$ cat src/paes_pkg.sv
// Shared constants, types and saturating helpers for the edge sampler.
`timescale 1ns / 1ps
package paes_pkg;

    localparam int MAX_NODES_DEF      = 1024;
    localparam int MAX_STEP_EDGES_DEF = 16;

    localparam int STR_W   = 32;
    localparam int TOT_W   = 42;
    localparam int PROB_W  = 17;
    localparam int RAND_W  = 16;
    localparam int NODE_W  = 11;
    localparam int SC_W    = 3;
    localparam int CFG_IW  = 3;
    localparam int CUM_W   = PROB_W + 2;

    localparam logic [SC_W-1:0] SC_LOAD    = 3'd0;
    localparam logic [SC_W-1:0] SC_NEW_OLD = 3'd1;
    localparam logic [SC_W-1:0] SC_OLD_OLD = 3'd2;
    localparam logic [SC_W-1:0] SC_OLD_NEW = 3'd3;
    localparam logic [SC_W-1:0] SC_NEW_NEW = 3'd4;
    localparam logic [SC_W-1:0] SC_SELF    = 3'd5;

    localparam logic [CFG_IW-1:0] CFG_P_NEW_OLD = 3'd0;
    localparam logic [CFG_IW-1:0] CFG_P_OLD_OLD = 3'd1;
    localparam logic [CFG_IW-1:0] CFG_P_OLD_NEW = 3'd2;
    localparam logic [CFG_IW-1:0] CFG_P_NEW_NEW = 3'd3;
    localparam logic [CFG_IW-1:0] CFG_OUT_OFF   = 3'd4;
    localparam logic [CFG_IW-1:0] CFG_IN_OFF    = 3'd5;

    localparam logic [STR_W-1:0] OFFSET_RST = 32'd256;

    typedef struct packed {
        logic push;
        logic pop;
    } t_cell_ctl;

    function automatic logic [STR_W-1:0] sat_str(input logic [STR_W-1:0] a,
                                                 input logic [STR_W-1:0] b);
        logic [STR_W:0] s;
        s = {1'b0, a} + {1'b0, b};
        sat_str = s[STR_W] ? {STR_W{1'b1}} : s[STR_W-1:0];
    endfunction

    function automatic logic [TOT_W-1:0] sat_tot(input logic [TOT_W-1:0] a,
                                                 input logic [STR_W-1:0] b);
        logic [TOT_W:0] s;
        s = {1'b0, a} + (TOT_W+1)'(b);
        sat_tot = s[TOT_W] ? {TOT_W{1'b1}} : s[TOT_W-1:0];
    endfunction

endpackage

$ cat src/paes_cell.sv
// One cell of the pending-edge stack: holds source, target and weight.
`timescale 1ns / 1ps
module paes_cell #(
    parameter int IW = 10
) (
    input  logic                       i_clk,
    input  paes_pkg::t_cell_ctl        i_ctl,
    input  logic [IW-1:0]              i_lo_src,
    input  logic [IW-1:0]              i_lo_tgt,
    input  logic [paes_pkg::STR_W-1:0] i_lo_w,
    input  logic [IW-1:0]              i_hi_src,
    input  logic [IW-1:0]              i_hi_tgt,
    input  logic [paes_pkg::STR_W-1:0] i_hi_w,
    output logic [IW-1:0]              o_src,
    output logic [IW-1:0]              o_tgt,
    output logic [paes_pkg::STR_W-1:0] o_w
);

    logic [IW-1:0]              r_src;
    logic [IW-1:0]              r_tgt;
    logic [paes_pkg::STR_W-1:0] r_w;

    // push takes from the lower neighbor, pop from the upper one
    always_ff @(posedge i_clk) begin
        if (i_ctl.push) begin
            r_src <= i_lo_src;
            r_tgt <= i_lo_tgt;
            r_w   <= i_lo_w;
        end else if (i_ctl.pop) begin
            r_src <= i_hi_src;
            r_tgt <= i_hi_tgt;
            r_w   <= i_hi_w;
        end
    end

    assign o_src = r_src;
    assign o_tgt = r_tgt;
    assign o_w   = r_w;

endmodule

$ cat config.mk
export PLATFORM = sky130hd
export DESIGN_NAME = paes_cell
export DESIGN_NICKNAME = d
export VERILOG_FILES = /design/src/paes_pkg.sv /design/src/paes_cell.sv
export SDC_FILE = /design/constraint.sdc
export NUM_CORES = 1
export LEC_CHECK = 0
export BUFFER_PORTS_ARGS = -buffer_cell sky130_fd_sc_hd__buf_2
export CORE_MARGIN = 5
export CORE_UTILIZATION = 42
export CTS_CLUSTER_SIZE = 14
export DETAILED_ROUTE_END_ITERATION = 8
export PLACE_DENSITY = 0.81
export RECOVER_POWER = 25
export SYNTH_ARGS = -nofsm -noshare
export SYNTH_HDL_FRONTEND = slang
export SYNTH_SLANG_ARGS = --single-unit
$ cat constraint.sdc
create_clock -name i_clk -period 3.8 [get_ports i_clk]
set_clock_uncertainty 0.2 [all_clocks]
set_input_delay 1.14 -clock i_clk [delete_from_list [all_inputs] [get_ports i_clk]]
set_output_delay 1.14 -clock i_clk [all_outputs]
set_load 0.05 [all_outputs]
==> out/qor.csv, run 1 <==
stage,metric,value,unit
layout,n_diodes,0,
timing,Final Setup Violations,0,
timing,Hold Slack,0.942,ns
placed_design,Post-Place Setup Slack,0.950,ns
yosys,Cells after Synth,111,
timing,setup_tns,0,ns
yosys,xor/xnor share of the synthesized area,0,%
power_and_ir_drop,power density over the cells,443,mW/mm^2
worst_setup_path,WS Path Type,input pin to register,
layout,share of post-route cells with drive strength above 1,65.4,%
yosys,Mean Syn Cell Area,22.1,um^2
hold_path,WHS Endpoint,o_src[1]$_DFFE_PP_,
layout,post-route insts no fill,344,
timing,period utilization,66.4,%
cts,Hold Buf Count CTS,0,
grt,first-pass GRT wire length,8780,um
yosys,Yosys cell types,6,
cts,clk sinks,52,
grt,initial antenna violation count,0,
yosys,leading area contributor after synthesis,edfxtp_1,
layout,design area,0.00326,mm^2
yosys,synth cell count leaders,"edfxtp_1 (52), mux2_4 (49), buf_12 (5), mux2_2 (3)",
power_and_ir_drop,Max IR drop VDD,0.000248,V
cts,Worst-path clk slew,0.09,ns
timing,relative slew slack,22.6,%
layout,fillcell total,481,
yosys,Synth Area in Adders,0,%
placed_design,placed insts,336,
yosys,mapped cell area,0.00245,mm^2
timing,post-route setup slack,1.28,ns
layout,Area Overhead vs Synth,33.0,%
cts,Max clock buf depth,2,
hold_path,Hold WC Path Type,input pin to register,
timing,Final Hold Viols,0,
layout,Final Util,58.4,%
yosys,Synth Warn #,0,
drt,Iter 0 DRT Violations,56,
cts,Inserted Clock Buffers,5,
drt,# DRC,0,
worst_setup_path,CP max FO,52,
power_and_ir_drop,static leakage,1.51,nW
grt,number of global-route vias before repair,1832,
grt,largest net degree at the start of global routing,53,
cts,H-tree depth,2,
timing,Worst-Margin Slew,1.16,ns
yosys,Post-synth EDFFs,52,
placed_design,placed wire-length estimate,4590,um
layout,final layout net count,378,
placed_design,Placement Cell Area,0.00323,mm^2
yosys,Yosys top cell area share,63.8,%
drt,iteration count of the initial detailed-routing pass,4,
timing,Peak Freq,396,MHz
floorplanning,die width,86.4,um
yosys,Area contributors post-synth,"edfxtp_1 (64%), mux2_4 (30%), buf_12 (4.1%)",
cts,CTS tree,yes,
yosys,synthesized flop and latch total,52,
cts,CTS root buf,clkbuf_8,
yosys,mux cell area share after synthesis,31.4,%
yosys,ys flop type,edfxtp_1,
placed_design,gp weighted congestion,0.752,
drt,Avg Vias per Cell,4.60,
cts,Post-CTS Setup Inserts,0,
drt,post-route ant nets,0,
layout,footprint of the multi-input gates,776,um^2
floorplanning,# IOs,159,
yosys,combinational family with the most area after synthesis,multiplexers,
cts,"Gates resized, CTS repair",0,
drt,Post-Route WL,5680,um
floorplanning,Die Ht,86.4,um
floorplanning,die footprint,0.00746,mm^2
yosys,Synth Area in Simple Gates,0.255,%
yosys,"count leader, synth",edfxtp_1,
drt,vias after detailed routing,1581,
grt,remaining global-route overflow,0,
yosys,Compound-Gate Fraction of Synth Area,0,%
yosys,sequential share of the synthesized area,63.8,%
floorplanning,Initial Utilization,43.9,%
placed_design,number of port buffers,158,
worst_setup_path,Critical Path Start Type,input pin,
floorplanning,Core Area,0.00557,mm^2
timing,RSZ-0062 raised after global routing,no,
timing,"Slew Viols, Final",0,
hold_path,hold path startpoint,i_lo_src[1],
flow_run,MaxCap Viol Count,0,
outcome,status,"complete, no violations",
power_and_ir_drop,Total Power,1.44,mW
grt,gr usage total,15.4,%
timing,Tmin final,2.52,ns
yosys,"FFs w/ async S/R, synth",0,%
worst_setup_path,Arrival @ worst endpoint,2.37,ns
floorplanning,number of core rows,27,
drt,routed len/inst,16.5,um
worst_setup_path,CP endpoint kind,register,
hold_path,worst hold stages,2,
layout,Sequential cell area,0.00156,mm^2
worst_setup_path,worst path required time,3.65,ns
yosys,Synth Net Count,218,
-- sequential cells by signal, indices dropped and copies added (netlist names) --
register  count
o_src        10
o_tgt        10
o_w          32
-- cell usage in the layout, fill, tap and decap left out --
cell,Yosys,routed
buf_2,0,119
buf_4,0,1
clkbuf_1,0,41
clkbuf_8,0,5
clkinv_1,0,1
edfxtp_1,52,52
mux2_2,3,3
mux2_4,49,49
or2_2,0,1
-- final cells by class --
type	count	share of cell area [%]
Sequential cell	52	47.9
Multi-Input combinational cell	53	23.8
Timing Repair Buffer	159	23.0
Tap cell	72	2.77
Clock buffer	7	2.34
Clock inverter	1	0.115
-- worst max-delay path, cell delays in order --
cell and delay (ns):
buf_2 0.09, buf_4 0.70, mux2_2 0.42
-- worst max path at each step --
stage,startpoint,cells after the start,to,slack [ns]
global route,i_ctl[1],3,o_src[9]$_DFFE_PP_,1.23
detailed placement,i_ctl[1],3,o_src[9]$_DFFE_PP_,0.95
global placement,i_ctl[1],3,o_src[9]$_DFFE_PP_,1.01
floorplan,i_ctl[1],3,o_src[0]$_DFFE_PP_,0.56
CTS,i_ctl[1],3,o_src[9]$_DFFE_PP_,1.26
finish,i_ctl[1],3,o_src[9]$_DFFE_PP_,1.28
-- logic make-up (layout without fill, tap and decap cells) --
logic type	count (synthesis)	in the layout
and+or+nand+nor	1	1
DFF	52	52
muxes	52	52
buffers and inverters	6	167
-- power by group --
| group | internal, mW | leakage [nW] | switching, mW | total, mW |
|---|---|---|---|---|
| sequential | 0.704 | 0.530 | 0.0155 | 0.720 |
| clock | 0.129 | 0.0399 | 0.162 | 0.291 |
| combinational | 0.130 | 0.936 | 0.301 | 0.431 |
| total | 0.963 | 1.51 | 0.479 | 1.44 |
-- routing by layer --
| layer | up-vias | routed length [um] | GRT usage [%] |
|---|---|---|---|
| met1 | 731 | 1950 | 15.9 |
| met5 | - | 0 | 0 |
| met3 | 13 | 524 | 5.70 |
| li1 | 752 | - | - |
| met4 | 0 | 169 | 6.23 |
| met2 | 85 | 3040 | 27.8 |
Power figures use the tool's default switching activity.
==> run 2: changes to the inputs <==
Settings changed: CORE_UTILIZATION 42 to 38, PLACE_DENSITY 0.81 to 0.77.
Clock period 3.8 ns to 2.2 ns, I/O delays scaled along.
==> run 2 against run 1 <==
Final area up 2.8%. First-iteration DRC count down 14%. Routed wire length up 3.1%. Sequential share of layout area down 1.3 points. Worst setup slack worse by 0.95 ns. Sequential power up 72%. Highest routed layer unchanged.
==> out/qor.csv, run 2 (synthesized netlist as in run 1, its figures left out) <==
stage,metric,value,unit
layout,"commonest non-fill, non-tap cells in the layout","buf_2 (157), edfxtp_1 (52), mux2_4 (27)",
timing,period utilization,85.3,%
grt,first-pass GRT wire length,8890,um
floorplanning,die footprint,0.00815,mm^2
cts,Worst-path clk slew,0.09,ns
drt,Avg Vias per Cell,4.53,
timing,Worst-Margin Slew,0.450,ns
cts,clk sinks,52,
timing,post-route setup slack,0.324,ns
cts,Hold Buf Count CTS,0,
cts,CTS tree,yes,
cts,CTS root buf,clkbuf_8,
grt,remaining global-route overflow,0,
timing,Tmin final,1.88,ns
cts,H-tree depth,2,
layout,n_diodes,0,
drt,routed len/inst,16.6,um
timing,Peak Freq,533,MHz
timing,"Slew Viols, Final",0,
power_and_ir_drop,Max IR drop VDD,0.000520,V
grt,gr usage total,13.7,%
floorplanning,Core Area,0.00631,mm^2
worst_setup_path,WS Path Type,input pin to register,
timing,RSZ-0062 raised after global routing,no,
drt,Post-Route WL,5850,um
layout,number of flip-flops in the largest register,32,
worst_setup_path,CP max FO,11,
drt,iteration count of the initial detailed-routing pass,4,
layout,final layout net count,383,
worst_setup_path,Arrival @ worst endpoint,1.62,ns
layout,footprint of the multi-input gates,696,um^2
drt,Iter 0 DRT Violations,48,
worst_setup_path,Critical Path Start Type,input pin,
cts,Inserted Clock Buffers,5,
layout,Area Overhead vs Synth,36.7,%
drt,post-route ant nets,0,
power_and_ir_drop,power density over the cells,818,mW/mm^2
timing,setup_tns,0,ns
placed_design,placed wire-length estimate,4880,um
grt,number of global-route vias before repair,1842,
grt,M2 GR Usage,25.3,%
flow_run,MaxCap Viol Count,0,
cts,Post-CTS Setup Inserts,0,
drt,vias after detailed routing,1600,
layout,"commonest non-fill, non-tap cell in the layout",buf_2,
outcome,status,"complete, no violations",
timing,relative slew slack,70.0,%
placed_design,Post-Place Setup Slack,0.372,ns
floorplanning,number of core rows,29,
grt,met1 global-route usage,13.9,%
layout,Sequential cell area,0.00156,mm^2
grt,met3 Usage GRT,6.58,%
layout,share of post-route cells with drive strength above 1,72.1,%
worst_setup_path,CP endpoint kind,register,
power_and_ir_drop,static leakage,1.57,nW
worst_setup_path,worst path required time,1.95,ns
hold_path,Hold WC Path Type,input pin to register,
placed_design,gp weighted congestion,0.775,
grt,largest net degree at the start of global routing,27,
drt,# DRC,0,
floorplanning,# IOs,159,
grt,initial antenna violation count,0,
floorplanning,Die Ht,90.3,um
timing,Final Hold Viols,0,
cts,Max clock buf depth,2,
floorplanning,Initial Utilization,38.8,%
floorplanning,die width,90.3,um
timing,Final Setup Violations,0,
layout,fillcell total,573,
cts,"Gates resized, CTS repair",0,
grt,Top Usage Layer GRT,met2,
placed_design,number of port buffers,158,
run 2: changes by cell type in the layout (fill, tap and decap cells not counted):
cell	change
buf_2	+38
or2_4	+1
clkinv_1	-1
bufinv_16	+2
mux2_1	+22
or2_2	-1
clkbuf_1	-38
mux2_4	-22
buf_12	+3
run 2: worst max-delay path, cell delays in order:
cell	delay, ns
clkbuf_1	0.26
or2_4	0.30
clkbuf_1	0.39
run 2: area by class of cell:
type | count | share of cell area [%]
sequential | 52 | 46.7
timing repair buffer | 164 | 25.8
multi-input combinational | 53 | 20.8
tap | 77 | 2.88
clock buffer | 5 | 2.06
clock inverter | 2 | 1.79
run 2: worst paths after layout:
kind	cells after the start	from	end	slack [ns]
min	2	i_hi_tgt[9]	o_tgt[9]$_DFFE_PP_	0.44
max	3	i_ctl[1]	o_src[1]$_DFFE_PP_	0.32
run 2: power by group:
part           switching [mW]  total, mW  leakage, nW  internal, mW
registers              0.0259       1.24        0.530          1.21
clock network           0.300      0.747       0.0642         0.448
logic                   0.518      0.749        0.980         0.231
run 2: layer usage:
layer,routed length [um],vias up
li1,-,760
met1,2080,742
met2,3060,93
met3,657,5
met4,55,0
met5,0,-
run 2: through the flow:
stage | hold WS, ns | power (mW) | utilization, % | area (um^2) | instances
after floorplan | 0.677 | 1.83 | - | 2450 | 111
after global placement | 0.761 | 2.04 | 52.5 | 3310 | 346
after detailed placement | 0.764 | 2.06 | 52.5 | 3310 | 346
after CTS | 0.445 | 2.81 | 54.5 | 3440 | 353
after global routing | 0.435 | 2.85 | 53.0 | 3350 | 353
final | 0.441 | 2.74 | 53.0 | 3350 | 353
